## src/rtl/core/sem_pkg.sv

```systemverilog
package sem_pkg;

    // Field widths
    localparam int PIXEL_W      = 8;
    localparam int COORD_W      = 10;
    localparam int MAG_W        = 8;
    localparam int LINE_WIDTH_W = 11;

    // Configuration
    localparam logic [LINE_WIDTH_W-1:0] LINE_WIDTH_RESET = LINE_WIDTH_W'(640);
    localparam int MIN_LINE_WIDTH = 3;

    // Default geometry limits
    localparam int DEF_MAX_WIDTH  = 1024;
    localparam int DEF_MAX_HEIGHT = 1024;

    // Gradient and magnitude arithmetic
    localparam int GRAD_W      = 11;                   // signed, |g| <= 1020
    localparam int SQ_W        = 20;                   // g*g <= 1040400
    localparam int SUM_W       = SQ_W + 1;
    localparam int SCALE_SHIFT = 6;                    // times 64
    localparam int VAL_W       = SUM_W + SCALE_SHIFT;
    localparam int DIVISOR     = 25;
    localparam int RECIP_SHIFT = 32;
    localparam int RECIP_W     = 28;
    localparam logic [RECIP_W-1:0] RECIP_25 =
        RECIP_W'((64'd1 << RECIP_SHIFT) / DIVISOR);
    localparam int QUO_W       = 23;                   // 64*sum/25 < 2**23
    localparam int ROOT_IN_W   = 2 * MAG_W;            // radicand below the clamp
    localparam int MAG_MAX     = 255;

    // Square root pipeline
    localparam int STEPS_PER_STAGE = 2;
    localparam int SQRT_STAGES     = MAG_W / STEPS_PER_STAGE;

    // 3x3 window, [row 0 top][column 0 left]
    typedef logic [2:0][2:0][PIXEL_W-1:0] t_window;

    // Tag that travels with each pipeline stage
    typedef struct packed {
        logic               valid;
        logic [COORD_W-1:0] col;
        logic [COORD_W-1:0] row;
    } t_tag;

    // One result item
    typedef struct packed {
        logic [MAG_W-1:0]   mag;
        logic [COORD_W-1:0] col;
        logic [COORD_W-1:0] row;
    } t_result;

endpackage

```

## src/rtl/core/sem_sqrt.sv

```systemverilog
module sem_sqrt import sem_pkg::*; (
    input  logic                 i_clk,
    input  logic                 i_rst_n,
    input  logic                 i_en,
    input  logic [ROOT_IN_W-1:0] i_q,
    input  logic                 i_over,
    input  t_tag                 i_tag,
    output logic [MAG_W-1:0]     o_mag,
    output t_tag                 o_tag
);

    localparam int REM_W = MAG_W + 2;
    localparam int RSH_W = REM_W + 2;
    localparam int LAST  = SQRT_STAGES - 1;

    typedef struct packed {
        logic [REM_W-1:0] rem;
        logic [MAG_W-1:0] root;
    } t_sq_st;

    function automatic t_sq_st sq_step(input t_sq_st s, input logic [1:0] pair);
        logic [RSH_W-1:0] rsh;
        logic [RSH_W-1:0] trial;
        t_sq_st           o;
        rsh   = {s.rem, pair};
        trial = RSH_W'({s.root, 2'b01});
        if (rsh >= trial) begin
            o.rem  = REM_W'(rsh - trial);
            o.root = {s.root[MAG_W-2:0], 1'b1};
        end else begin
            o.rem  = REM_W'(rsh);
            o.root = {s.root[MAG_W-2:0], 1'b0};
        end
        return o;
    endfunction

    logic [REM_W-1:0]     r_rem  [SQRT_STAGES];
    logic [MAG_W-1:0]     r_root [SQRT_STAGES];
    logic [ROOT_IN_W-1:0] r_rad  [SQRT_STAGES];
    logic                 r_over [SQRT_STAGES];
    t_tag                 r_tag  [SQRT_STAGES];

    for (genvar s = 0; s < SQRT_STAGES; s++) begin : g_stage
        localparam int HI = ROOT_IN_W - 1 - 2 * STEPS_PER_STAGE * s;

        t_sq_st               w_in, w_mid, w_out;
        logic [ROOT_IN_W-1:0] w_rad;
        logic                 w_ov;
        t_tag                 w_tag;

        if (s == 0) begin : g_first
            assign w_in  = '0;
            assign w_rad = i_q;
            assign w_ov  = i_over;
            assign w_tag = i_tag;
        end else begin : g_next
            assign w_in  = '{rem: r_rem[s-1], root: r_root[s-1]};
            assign w_rad = r_rad[s-1];
            assign w_ov  = r_over[s-1];
            assign w_tag = r_tag[s-1];
        end

        // Two radicand bit pairs per stage
        assign w_mid = sq_step(w_in, w_rad[HI -: 2]);
        assign w_out = sq_step(w_mid, w_rad[HI-2 -: 2]);

        always_ff @(posedge i_clk) begin
            if (!i_rst_n) begin
                r_tag[s] <= '0;
            end else if (i_en) begin
                r_tag[s] <= w_tag;
            end
        end

        always_ff @(posedge i_clk) begin
            if (i_en) begin
                r_rem[s]  <= w_out.rem;
                r_root[s] <= w_out.root;
                r_rad[s]  <= w_rad;
                r_over[s] <= w_ov;
            end
        end
    end

    assign o_mag = r_over[LAST] ? MAG_W'(MAG_MAX) : r_root[LAST];
    assign o_tag = r_tag[LAST];

endmodule

```

## config.mk

```make
export PLATFORM = sky130hd
export DESIGN_NAME = sem_sqrt
export DESIGN_NICKNAME = d
export VERILOG_FILES = /design/src/rtl/core/sem_pkg.sv /design/src/rtl/core/sem_sqrt.sv
export SDC_FILE = /design/constraint.sdc
export NUM_CORES = 1
export LEC_CHECK = 0
export BUFFER_PORTS_ARGS = -buffer_cell sky130_fd_sc_hd__buf_2
export CAP_MARGIN = 20
export CORE_MARGIN = 2
export CORE_UTILIZATION = 64
export CTS_CLUSTER_DIAMETER = 120
export DETAILED_ROUTE_END_ITERATION = 8
export PLACE_DENSITY = 0.93
export SETUP_SLACK_MARGIN = 0.05
export SKIP_CTS_REPAIR_TIMING = 1
export SKIP_LAST_GASP = 1
export SYNTH_ARGS = -nofsm -noshare
export SYNTH_HDL_FRONTEND = slang
export SYNTH_SLANG_ARGS = --single-unit
export TNS_END_PERCENT = 5
```

## constraint.sdc

```tcl
create_clock -name i_clk -period 9.6 [get_ports i_clk]
set_clock_uncertainty 0.05 [all_clocks]
set_input_delay 0.48 -clock i_clk [delete_from_list [all_inputs] [get_ports i_clk]]
set_output_delay 0.48 -clock i_clk [all_outputs]
set_load 0.01 [all_outputs]
```

==> flow_summary_export.csv <==
group,metric,value,unit
status,status,"finished, final reports clean",
worst_setup_path,r2r_cells,16,
routing,firstDrtPassIters,5,
cells_and_area,antenna_cells,0,
logic_synthesis,synth_seq_area_share,60.72,%
routing,viasPerCell,6.012,
global_routing,top_usage_layer,"met2",
place,gp_congestion,0.8798,
worst_setup_path,rrSetupSlack,4.98,ns
die,io_pins,70,
worst_setup_path,crit_fanout,9,
power_and_ir_drop,p_leak,3.815,nW
cells_and_area,nets,768,
clock_tree,htreeDepth,4,
global_routing,grt_pass1_wl,24980,um
clock_tree,clkTransAtPathRegs,0.06,ns
timing,setup_violations,0,
timing,drv_slew,0,
worst_setup_path,r2r-start,"r_rem[1][3]",
worst_hold_path,worstHoldStart,"i_q[2]",
die,die_h,115.2,um
logic_synthesis,synth_top_area_share,60.72,%
logic_synthesis,synth_area_leader_cell,"edfxtp_1",
power_and_ir_drop,p_seq_share,47.3,%
place,port-buffer-count,69,
routing,drc,0,
routing,route.vias.total,5218,
global_routing,met1_usage,29.47,%
routing,drtAntennaViolNets,0,
clock_tree,cts_buffer_depth,2,
global_routing,track_usage,24.96,%
power_and_ir_drop,switching_share,28.45,%
power_and_ir_drop,peakVddDrop,0.0001551,V
clock_tree,clock_latency,0.42,ns
routing,wl,16000,um
logic_synthesis,ys_seq_elements,160,
logic_synthesis,synth_common_cells,"160 x edfxtp_1, 87 x and3_1, 40 x ha_1",
cells_and_area,syn_to_final_growth,13.38,%
logic_synthesis,synth_area_leaders,"edfxtp_1 61%, and3_1 6.9%, ha_1 6.3%",
timing,timing.fmax,216.6,MHz
die,die-area,13270,sq um
logic_synthesis,synthFlopType,"edfxtp_1",
die,initial_core_util,65.60,%
worst_setup_path,cp_cell_sequence,"ha_1, and3_1, a311oi_4, nand3_2, inv_2, nand2_1, o21ai_0, ha_1, and4_1, nand4b_1, a2111oi_1, a2111oi_2, and4_1, inv_2, nor2_1, a21oi_1",
die,die_width,115.2,um
place,placedInstanceArea,8407,sq um
logic_synthesis,ys_async_sr_fraction,0,%
global_routing,grt_max_degree,104,
cells_and_area,drive_gt1_share,19.43,%
worst_setup_path,cp_slowest_cell,"a311oi_4",
place,dp_hpwl,10530,um
global_routing,grt_pass1_vias,5120,
clock_tree,tritoncts,"done",
worst_setup_path,crit_path_max_incr_delay,0.51,ns
power_and_ir_drop,p_clk_share,33.3,%
die,core,12060,sq um
global_routing,use_met2,43.53,%
logic_synthesis,synthesis.nets,699,
worst_setup_path,cp-start-kind,"flop",
clock_tree,cts_root_buf,"clkbuf_16",
cells_and_area,design_area,8971,sq um
clock_tree,cts_made_buffers,17,
worst_hold_path,hold_depth,1,
logic_synthesis,syn_inst,618,
power_and_ir_drop,power_density,207.5,nW/um^2
worst_setup_path,critPathArrivalTime,4.74,ns
job,maxCapViolations,0,
worst_hold_path,hold_path.class,"input pin to flop",
power_and_ir_drop,p_comb_share,19.4,%
timing,final_hold_viol_count,0,
global_routing,grt_use_met3,4.639,%
logic_synthesis,synth_cell_type_count,68,
routing,wl_per_cell,18.44,um
die,rows,40,
timing,min_period,4.617,ns
power_and_ir_drop,p_switching,0.0005296,W
cells_and_area,fillers,705,
worst_setup_path,end_kind,"flop",
global_routing,grt_overflow,0,
power_and_ir_drop,p_int,0.001332,W
worst_setup_path,reg2reg_to,"r_rem[2][4]",
timing,period_share,48.09,%
routing,first_iter_violations,413,
logic_synthesis,synth_edf_count,160,
timing,slew_headroom,30.38,%
logic_synthesis,yosysMostFrequentCell,"edfxtp_1",
worst_setup_path,cp.required,9.72,ns
worst_setup_path,criticalPathCategory,"flop to flop",
timing,rsz0062_at_grt,"false",
global_routing,antenna_found_initial,0,
worst_hold_path,holdPathEnd,"r_rad[0][2]",
clock_tree,clock-sinks,160,
logic_synthesis,ys_warn_count,0,
logic_synthesis,syn_area_per_cell,12.80,sq um
timing,setup_tns,0,ns
timing,tightest_slew,1.044,ns
logic_synthesis,synth_area,7913,sq um
## kinds of logic after synthesis
family	Yosys count	share of synthesized area, %
simple gates	210	15.65
flops	160	60.72
buf+inv	59	2.862
xor+xnor	26	2.878
fa+ha+maj	40	6.325
compound gates	117	10.72
mux	6	0.8380
## how the worst max path moves through the flow
stage	end	start	slack [ns]
2_1_floorplan	r_rem[2][2]	r_rem[1][3]	5.58
6_report	r_rem[2][4]	r_rem[1][3]	4.98
3_3_place_gp	r_rem[2][4]	r_root[1][3]	5.16
5_1_grt	r_rem[2][4]	r_root[1][3]	4.69
3_5_place_dp	r_rem[2][4]	r_root[1][3]	5.02
4_1_cts	r_rem[2][4]	r_root[1][3]	4.99
## cell usage in the layout, fill, tap and decap left out, drive strengths merged, types with 10 or more instances in the layout
cell and instances:
inv 42, a21oi 25, xnor2 16, or2 12, xor2 10, o21ai 30
nor3 11, edfxtp 160, clkbuf 19, ha 40, and3 87, nor2 22
nand2 25, buf 72
## sequential cells by signal, indices dropped and copies added (netlist names)
| signal | count |
|---|---|
| r_over | 4 |
| r_rad | 24 |
| r_rem | 28 |
| r_root | 20 |
| r_tag | 84 |
## layout make-up
cell class / count / area (sq um) / share of cell area [%]
clock buffers: 19 / 432.9 / 4.826
clock inverters: 13 / 103.9 / 1.158
inverters: 37 / 140.1 / 1.562
multi-input cells: 399 / 2889 / 32.20
flip-flops and latches: 160 / 4805 / 53.56
well taps: 168 / 210.2 / 2.343
repair buffers: 72 / 390.4 / 4.351
## worst max-delay path: cells and delay by family (launching register included)
kind / cells / cell delay (ns)
and+or+nand+nor: 7 / 1.56
AOI/OAI and AO/OA: 5 / 1.27
adders and majority gates: 2 / 0.74
buffers and inverters: 2 / 0.31
DFF: 1 / 0.44
## power groups by stage
stage	clock network, W	registers (W)	logic (W)
2_1_floorplan	0	0.000883	0.000263
3_3_place_gp	0	0.000890	0.000338
3_5_place_dp	0	0.000895	0.000350
4_1_cts	0.000620	0.000881	0.000356
5_1_grt	0.000651	0.000886	0.000399
6_report	0.000620	0.000881	0.000361
## metal layers
metal	part of all wire [%]	up-vias	wire, um
met5	0	-	0
met4	3.6	0	569
met3	4.2	49	676
met2	53	190	8445
met1	39	2478	6312
li1	-	2501	-
## per-stage QoR
stage | setup slack [ns] | hold WS [ns] | utilization [%] | instances | power, W
5_1_grt | 4.688 | 0.1716 | 74.38 | 868 | 0.001936
4_1_cts | 4.994 | 0.1646 | 74.15 | 867 | 0.001857
3_5_place_dp | 5.024 | 0.3545 | 69.70 | 835 | 0.001245
3_3_place_gp | 5.164 | 0.3524 | 69.70 | 835 | 0.001228
6_report | 4.983 | 0.1774 | 74.38 | 868 | 0.001862
2_1_floorplan | 5.578 | 0.3503 | - | 618 | 0.001146
No activity file was read; power rests on OpenSTA's default activity.
