File: src/rtl/core/sem_pkg.sv
package sem_pkg;

    // Field widths
    localparam int PIXEL_W      = 8;
    localparam int COORD_W      = 10;
    localparam int MAG_W        = 8;
    localparam int LINE_WIDTH_W = 11;

    // Configuration
    localparam logic [LINE_WIDTH_W-1:0] LINE_WIDTH_RESET = LINE_WIDTH_W'(640);
    localparam int MIN_LINE_WIDTH = 3;

    // Default geometry limits
    localparam int DEF_MAX_WIDTH  = 1024;
    localparam int DEF_MAX_HEIGHT = 1024;

    // Gradient and magnitude arithmetic
    localparam int GRAD_W      = 11;                   // signed, |g| <= 1020
    localparam int SQ_W        = 20;                   // g*g <= 1040400
    localparam int SUM_W       = SQ_W + 1;
    localparam int SCALE_SHIFT = 6;                    // times 64
    localparam int VAL_W       = SUM_W + SCALE_SHIFT;
    localparam int DIVISOR     = 25;
    localparam int RECIP_SHIFT = 32;
    localparam int RECIP_W     = 28;
    localparam logic [RECIP_W-1:0] RECIP_25 =
        RECIP_W'((64'd1 << RECIP_SHIFT) / DIVISOR);
    localparam int QUO_W       = 23;                   // 64*sum/25 < 2**23
    localparam int ROOT_IN_W   = 2 * MAG_W;            // radicand below the clamp
    localparam int MAG_MAX     = 255;

    // Square root pipeline
    localparam int STEPS_PER_STAGE = 2;
    localparam int SQRT_STAGES     = MAG_W / STEPS_PER_STAGE;

    // 3x3 window, [row 0 top][column 0 left]
    typedef logic [2:0][2:0][PIXEL_W-1:0] t_window;

    // Tag that travels with each pipeline stage
    typedef struct packed {
        logic               valid;
        logic [COORD_W-1:0] col;
        logic [COORD_W-1:0] row;
    } t_tag;

    // One result item
    typedef struct packed {
        logic [MAG_W-1:0]   mag;
        logic [COORD_W-1:0] col;
        logic [COORD_W-1:0] row;
    } t_result;

endpackage

File: src/rtl/core/sem_grad.sv
module sem_grad import sem_pkg::*; (
    input  logic             i_clk,
    input  logic             i_rst_n,
    input  logic             i_en,
    input  t_window          i_window,
    input  t_tag             i_tag,
    output logic [SUM_W-1:0] o_sum,
    output t_tag             o_tag
);

    function automatic logic signed [GRAD_W-1:0] px(input logic [PIXEL_W-1:0] p);
        return $signed(GRAD_W'(p));
    endfunction

    logic signed [GRAD_W-1:0]   w_gx, w_gy, r_gx, r_gy;
    logic signed [2*GRAD_W-1:0] w_gx2, w_gy2;
    logic [SQ_W-1:0]            r_sqx, r_sqy;
    logic [SUM_W-1:0]           r_sum;
    t_tag                       r_tag3, r_tag4, r_tag5;

    always_comb begin
        w_gx = (px(i_window[0][2]) + (px(i_window[1][2]) <<< 1) + px(i_window[2][2]))
             - (px(i_window[0][0]) + (px(i_window[1][0]) <<< 1) + px(i_window[2][0]));
        w_gy = (px(i_window[2][0]) + (px(i_window[2][1]) <<< 1) + px(i_window[2][2]))
             - (px(i_window[0][0]) + (px(i_window[0][1]) <<< 1) + px(i_window[0][2]));
        w_gx2 = (2*GRAD_W)'(r_gx) * (2*GRAD_W)'(r_gx);
        w_gy2 = (2*GRAD_W)'(r_gy) * (2*GRAD_W)'(r_gy);
    end

    always_ff @(posedge i_clk) begin
        if (!i_rst_n) begin
            r_tag3 <= '0;
            r_tag4 <= '0;
            r_tag5 <= '0;
        end else if (i_en) begin
            r_tag3 <= i_tag;
            r_tag4 <= r_tag3;
            r_tag5 <= r_tag4;
        end
    end

    always_ff @(posedge i_clk) begin
        if (i_en) begin
            r_gx  <= w_gx;
            r_gy  <= w_gy;
            r_sqx <= w_gx2[SQ_W-1:0];
            r_sqy <= w_gy2[SQ_W-1:0];
            r_sum <= SUM_W'(r_sqx) + SUM_W'(r_sqy);
        end
    end

    assign o_sum = r_sum;
    assign o_tag = r_tag5;

endmodule

File: config.mk
export PLATFORM = sky130hd
export DESIGN_NAME = sem_grad
export DESIGN_NICKNAME = d
export VERILOG_FILES = /design/src/rtl/core/sem_pkg.sv /design/src/rtl/core/sem_grad.sv
export SDC_FILE = /design/constraint.sdc
export NUM_CORES = 1
export LEC_CHECK = 0
export BUFFER_PORTS_ARGS = -buffer_cell sky130_fd_sc_hd__buf_4
export CAP_MARGIN = 20
export CORE_ASPECT_RATIO = 0.7
export CORE_MARGIN = 2
export CORE_UTILIZATION = 42
export CTS_CLUSTER_DIAMETER = 200
export DETAILED_ROUTE_END_ITERATION = 6
export GPL_TIMING_DRIVEN = 0
export PLACE_DENSITY_LB_ADDON = 0.25
export SLEW_MARGIN = 15
export SYNTH_ARGS = -nofsm -noshare
export SYNTH_HDL_FRONTEND = slang
export SYNTH_SLANG_ARGS = --single-unit
File: constraint.sdc
create_clock -name i_clk -period 5.91 [get_ports i_clk]
set_input_delay 0.2955 -clock i_clk [delete_from_list [all_inputs] [get_ports i_clk]]
set_output_delay 0.2955 -clock i_clk [all_outputs]
set_load 0.02 [all_outputs]
==> results.rst, run 1 <==
.. list-table::
   :header-rows: 1

   * - Metric
     - Value
   * - Status
     - finished, final reports clean
   * - Global placer's final weighted congestion
     - 0.865
   * - DIE HEIGHT
     - 164 um
   * - Crit path buffers/inverters
     - 2
   * - Cells after Synth
     - 1446
   * - Crit-path leading delay family
     - adder cells
   * - Max-cap violations
     - 0
   * - Share of final-layout standard cells stronger than drive strength 1
     - 11.0%
   * - Router iterations before antenna repair
     - 5
   * - Worst Path Required
     - just over 6 ns
   * - GR Util All Layers
     - 17.3%
   * - CTS H-tree depth
     - 4
   * - Data arrival time of the critical path
     - a little under 6 ns
   * - Std-Cell Core Area
     - 36000 um^2
   * - Critical path's slowest cell
     - sky130_fd_sc_hd__fa_1
   * - Setup Buffers After CTS
     - 0
   * - Library cell appearing most often on the critical path
     - sky130_fd_sc_hd__fa_1
   * - Headroom to the max-slew limit
     - 29.3%
   * - Average cell area after synthesis
     - 10.6 um^2
   * - Setup TNS Final
     - 0 ns
   * - Die Footprint
     - 38100 um^2
   * - Cell chosen for the clock root
     - sky130_fd_sc_hd__clkbuf_16
   * - Maximum count of clock buffers along a single path
     - 2
   * - Clk sinks
     - 144
   * - Clock buffers created by TritonCTS
     - 17
   * - Remaining global-route overflow
     - 0
   * - Kind of path behind the tightest hold check
     - in -> reg
   * - Count of input and output buffers
     - 129
   * - Count of pins on the block boundary
     - 138
   * - Number of global-route vias before repair
     - 10.5k
   * - Post-synthesis async set-or-reset flop share
     - 0%
   * - Crit end category
     - flip-flop
   * - Main flop type after synthesis
     - sky130_fd_sc_hd__edfxtp_1
   * - Critical path start-end classification
     - reg -> reg
   * - First-pass GRT wire length
     - 52000 um
   * - Antenna violation net count after detailed routing
     - 0
   * - Worst hold slack across all endpoints
     - approximately 0.13 ns
   * - Actual transition at the worst max-transition pin
     - around 1.1 ns
   * - Max Freq
     - 176 MHz
   * - Total detailed-routing wirelength
     - 30800 um
   * - Vias after detailed routing
     - around 10k
   * - Post-synth EDFFs
     - between 80 and 90
   * - Most common cell after layout, fill and taps aside
     - sky130_fd_sc_hd__inv_1
   * - Clock edge transition at the registers on the reported setup and hold paths
     - about 0.07 ns
   * - Ordered list of cells on the worst path
     - clkbuf_2 -> nand2_1 -> fa_1 -> inv_1 -> fa_1 -> fa_1 -> fa_1 -> fa_1 -> ha_1 -> o21a_1 -> or2_2 -> a311oi_2 -> or4b_1 -> nand4_1
   * - Count of endpoints failing hold in the final timing report
     - 0
   * - Yosys synthesis warning count
     - 0
   * - Shortest period the worst path allows
     - ~5.7 ns
   * - DR vias/cell
     - 4.75
   * - Number of distinct library cell variants in the gate-level netlist after synthesis
     - 48
   * - Unrepaired setup endpoints after global routing
     - no
   * - Clock Skews
     - about 0.013 ns
   * - Netlist area before placement
     - 15300 um^2
   * - Number of flip-flops and latches in the synthesized netlist
     - 144
   * - Initial detailed-routing violation count
     - 420
   * - Share of the clock period used by the worst path
     - between 90 and 100%
   * - Area growth from synthesis to layout
     - 14.3%
   * - CTS tree
     - built
   * - Delay of the slowest cell on the worst path
     - slightly below 0.7 ns
   * - Launching element type of the critical path
     - flip-flop
   * - Syn Nets
     - 1919
   * - Critical-path maximum fanout
     - 10
   * - Estimated wirelength of the detail-placed design
     - 26200 um
   * - Remaining routing DRC violations
     - 0
   * - Most frequent cells in the layout
     - sky130_fd_sc_hd__inv_1 (340), sky130_fd_sc_hd__fa_1 (250), sky130_fd_sc_hd__buf_4 (129)
   * - Number of core rows
     - 58
   * - Starting density of the core
     - between 40% and 50%
   * - Skew-Pair Late Insertion Delay
     - between 0.4 and 0.5 ns
   * - Net count reported at finish
     - 2065
   * - Final-report max-slew violation count
     - 0
   * - Initial antenna violation count
     - 0
   * - Routed WL per cell
     - 14.8 um
   * - Proportion of synthesized chip area in sequential cells
     - 24.1%
   * - Final number of setup-violating endpoints
     - 0
   * - DIE WIDTH
     - 232 um
   * - Antenna diode instance count
     - 0
   * - Pin count of the biggest net entering global routing
     - between 80 and 90
[final cells by class]
| type | count | area, um^2 |
|---|---|---|
| Multi-Input combinational cell | 930 | 10300 |
| Sequential cell | 144 | 3690 |
| Buffer | 30 | 120 |
| Clock buffer | 20 | 478 |
| Inverter | 340 | 1280 |
| Fill cell | 3427 | 18500 |
| Tap cell | 480 | 601 |
| Timing Repair Buffer | 129 | 968 |
| Clock inverter | 12 | 134 |
[what timing repair did]
action	CTS	global route
hold buffers	0	0
endpoints found under the setup margin	0	7
gates resized for setup	0	17
[worst reg2reg max path, delay by kind of cell, from the launching register on]
family / cells / cell delay (ns)
simple gates: 4 / 1.03
fa+ha+maj: 6 / 2.99
flops: 1 / 0.56
buf+inv: 2 / 0.45
compound gates: 2 / 0.51
[synthesized netlist by cell type, types with 7 or more instances]
cell type	instances	area (um^2)
sky130_fd_sc_hd__xor2_1	18	158
sky130_fd_sc_hd__clkbuf_1	28	105
sky130_fd_sc_hd__ha_1	127	1590
sky130_fd_sc_hd__fa_1	250	5000
sky130_fd_sc_hd__xnor2_1	65	569
sky130_fd_sc_hd__a211oi_1	7	52.6
sky130_fd_sc_hd__nand4_1	7	43.8
sky130_fd_sc_hd__a21oi_1	35	175
sky130_fd_sc_hd__nor3_1	16	80.1
sky130_fd_sc_hd__o21ai_0	20	100
sky130_fd_sc_hd__inv_1	340	1280
sky130_fd_sc_hd__dfxtp_1	63	1260
sky130_fd_sc_hd__nor2_1	49	184
sky130_fd_sc_hd__o21a_1	8	60.1
sky130_fd_sc_hd__nand2_1	61	229
sky130_fd_sc_hd__mux2i_1	65	651
sky130_fd_sc_hd__a21o_1	11	82.6
sky130_fd_sc_hd__edfxtp_1	81	2430
sky130_fd_sc_hd__and2_1	47	294
sky130_fd_sc_hd__nor2b_1	87	544
[sequential cells by signal (all words and copies together), names as in the netlist]
name and cells:
r_gy 11, r_sqy 19, r_tag4 21, r_tag3 21
o_tag 21, r_sqx 19, r_gx 11, o_sum 21
[logic make-up after synthesis]
family | share of synthesized area (%)
adders and majority gates | 43.0
and+or+nand+nor | 10.0
muxes | 4.24
AOI/OAI and AO/OA | 4.90
DFF | 24.1
buffers and inverters | 9.10
xor gates and xnor gates | 4.74
[through the flow]
step	std cells	utilization (%)	worst slack (ns)	area [um^2]
3_3_place_gp	2055	47.0	0.111	16900
2_1_floorplan	1446	-	0.833	15300
3_5_place_dp	2055	47.0	0.106	16900
4_1_cts	2087	48.7	0.0770	17500
6_report	2085	48.7	0.244	17500
5_1_grt	2085	48.7	0.000378	17500
[layer usage]
metal  part of all wire (%)  vias to the layer above  global-route usage [%]  wire (um)
met2                     44                      190                    26.4      13500
met5                      0                        -                       0          0
met4                   0.98                        0                    3.50        301
met1                     50                     4898                    25.7      15500
li1                       -                     4794                       -          -
met3                    4.8                       21                    3.23       1480
[final timing paths]
check	from	to	slack, ns	depth (start not counted)
max	r_gx[10]$_DFFE_PP_	r_sqx[18]$_DFFE_PP_	0.24	14
min	i_tag[4]	r_tag3[4]$_SDFFE_PN0P_	0.13	3
max reg2reg	r_gx[10]$_DFFE_PP_	r_sqx[18]$_DFFE_PP_	0.24	14
min reg2reg	r_tag4[19]$_SDFFE_PN0P_	o_tag[19]$_SDFFE_PN0P_	0.52	2
Power of run 1 is not shown: default switching activity piles up to over one toggle a cycle in this logic, so the estimate is an artifact.
==> run 2: changes to the inputs <==
Clock period 5.91 ns to 6.34 ns, I/O delays scaled along.
==> run 2 against run 1 <==
Flip-flop and latch count unchanged. Via count is 0.36% higher. Core utilization barely moved. Largest cell class unchanged. First-iteration DRC count is 4.8% higher. Global-route usage is the same. Count of clock-buffer cells in the layout is the same. Cell count about the same. Non-clock buffer count rose by 2. Hold slack improved by 0.021 ns. Fmax down 3.1%.
==> results.rst, run 2 (synthesis results as in run 1) <==
.. list-table::
   :header-rows: 1

   * - Metric
     - Value
   * - Maximum count of clock buffers along a single path
     - 2
   * - Hold bufs inserted after CTS
     - 0
   * - Global placer's final weighted congestion
     - ~0.87
   * - CTS H-tree depth
     - 4
   * - Clock Skews
     - between 0.01 and 0.015 ns
   * - Initial antenna violation count
     - 0
   * - GR Util All Layers
     - 17.3%
   * - Routed WL per cell
     - 14.8 um
   * - Pin count of the biggest net entering global routing
     - 83
   * - Antenna diode instance count
     - 0
   * - Critical path's slowest cell
     - sky130_fd_sc_hd__fa_1
   * - Delay of the slowest cell on the worst path
     - approximately 0.7 ns
   * - Final number of setup-violating endpoints
     - 0
   * - Critical path start-end classification
     - reg -> reg
   * - Number of cells after detailed placement
     - around 2.1k
   * - Data arrival time of the critical path
     - 6.14 ns
   * - Final-report max-slew violation count
     - 0
   * - Kind of path behind the tightest hold check
     - in -> reg
   * - Cell count along the critical path
     - 14
   * - Capturing instance or port of the critical path
     - r_sqx[18]$_DFFE_PP_
   * - Skew-Pair Late Insertion Delay
     - 0.43 ns
   * - CTS tree
     - built
   * - Launching element type of the critical path
     - flip-flop
   * - Register-to-register setup slack
     - 0.49 ns
   * - Remaining routing DRC violations
     - 0
   * - Capturing point of the worst reg2reg path
     - r_sqx[18]$_DFFE_PP_
   * - Count of input and output buffers
     - 129
   * - Startpoint of the worst hold path
     - i_tag[4]
   * - Share of the clock period used by the worst path
     - between 90 and 100%
   * - Number of global-route vias before repair
     - 10.5k
   * - Remaining global-route overflow
     - 0
   * - DR vias/cell
     - 4.76
   * - Headroom to the max-slew limit
     - 28.7%
   * - Shortest period the worst path allows
     - between 5 and 6 ns
   * - Worst Path Required
     - approximately 6.6 ns
   * - Post-layout instance count excluding filler cells
     - 2087
   * - DIE WIDTH
     - 232 um
   * - Most common cell after layout, fill and taps aside
     - sky130_fd_sc_hd__inv_1
   * - Crit end category
     - flip-flop
   * - Crit-path leading delay family
     - adder cells
   * - Depth of the most critical reg-to-reg path
     - 14
   * - Cell chosen for the clock root
     - sky130_fd_sc_hd__clkbuf_16
   * - Clock buffers created by TritonCTS
     - 17
   * - Most frequent cells in the layout
     - sky130_fd_sc_hd__inv_1 (340), sky130_fd_sc_hd__fa_1 (250), sky130_fd_sc_hd__buf_4 (129)
   * - Final standard cell utilization of the core
     - 48.7%
   * - Share of final-layout standard cells stronger than drive strength 1
     - 10.5%
   * - Total detailed-routing wirelength
     - 30800 um
   * - Number of core rows
     - between 50 and 60
   * - Std-Cell Core Area
     - about 36000 um^2
   * - Status
     - finished, final reports clean
   * - Antenna violation net count after detailed routing
     - 0
   * - Critical-path maximum fanout
     - 10
   * - Estimated wirelength of the detail-placed design
     - 26200 um
   * - Initial detailed-routing violation count
     - 440
   * - Worst setup path startpoint
     - r_gx[10]$_DFFE_PP_
   * - Max-cap violations
     - 0
   * - Resized cells post-CTS
     - 0
   * - Starting density of the core
     - 42.6%
   * - Clk sinks
     - 144
   * - Router iterations before antenna repair
     - 5
   * - Setup TNS Final
     - 0 ns
   * - First-pass GRT wire length
     - 52000 um
   * - Ordered list of cells on the worst path
     - clkbuf_1 -> nand2_1 -> fa_1 -> inv_1 -> fa_1 -> fa_1 -> fa_1 -> fa_1 -> ha_1 -> o21a_1 -> or2_2 -> a311oi_2 -> or4b_1 -> nand4_1
   * - Max Freq
     - 171 MHz
   * - Die Footprint
     - 38100 um^2
   * - R2r startpoint
     - r_gx[10]$_DFFE_PP_
   * - Setup Buffers After CTS
     - 0
   * - Vias after detailed routing
     - slightly below 10k
   * - Count of pins on the block boundary
     - 138
   * - DIE HEIGHT
     - 164 um
   * - Area growth from synthesis to layout
     - 14.2%
   * - Count of endpoints failing hold in the final timing report
     - 0
   * - Actual transition at the worst max-transition pin
     - 1.07 ns
   * - Net count reported at finish
     - 2067
   * - Crit path buffers/inverters
     - 2
   * - Unrepaired setup endpoints after global routing
     - no
   * - Clock edge transition at the registers on the reported setup and hold paths
     - 0.07 ns
   * - Library cell appearing most often on the critical path
     - sky130_fd_sc_hd__fa_1
-- run 2: cell count changes in the layout (fill, tap and decap cells not counted), sizes merged --
| cell | previous run | this run |
|---|---|---|
| buf | 135 | 133 |
| clkbuf | 44 | 48 |
-- run 2: stage by stage --
| stage | hold WS [ns] | instance area [um^2] | setup WS (ns) |
|---|---|---|---|
| final | 0.150 | 17500 | 0.491 |
| after global routing | 0.142 | 17500 | 0.179 |
| after CTS | 0.130 | 17500 | 0.507 |
| after detailed placement | 0.507 | 16900 | 0.536 |
| after global placement | 0.497 | 16900 | 0.541 |
| after floorplan | 0.429 | 15300 | 1.26 |
-- run 2: how the worst min path moves through the flow --
stage                         endpoint  slack, ns  depth (start not counted)
6_report        r_tag3[4]$_SDFFE_PN0P_       0.15                          3
3_5_place_dp    r_tag3[0]$_SDFFE_PN0P_       0.51                          2
4_1_cts         r_tag3[6]$_SDFFE_PN0P_       0.13                          3
3_3_place_gp   r_tag3[11]$_SDFFE_PN0P_       0.50                          2
5_1_grt         r_tag3[6]$_SDFFE_PN0P_       0.14                          3
2_1_floorplan       o_sum[0]$_DFFE_PP_       0.43                          0
-- run 2: per-layer routing --
metal / GRT usage, % / share of wire, % / vias up
met5: 0 / 0 / -
met3: 3.23 / 5.4 / 20
li1: - / - / 4795
met4: 3.50 / 0.94 / 0
met1: 25.7 / 50 / 4907
met2: 26.4 / 44 / 217
-- run 2: area by class of cell --
| class | instances | area (um^2) |
|---|---|---|
| plain buffers | 32 | 120 |
| clock buffers | 20 | 478 |
| clock inverters | 12 | 134 |
| fillers | 3434 | 18500 |
| inverters | 340 | 1280 |
| multi-input cells | 930 | 10300 |
| flip-flops and latches | 144 | 3690 |
| well taps | 480 | 601 |
| repair buffers | 129 | 968 |
-- run 2: tightest hold or removal path: stages --
cell,delay [ns]
sky130_fd_sc_hd__buf_4,0.08
sky130_fd_sc_hd__mux2i_1,0.05
sky130_fd_sc_hd__nor2b_1,0.10
Power of run 2 is left out for the same reason.
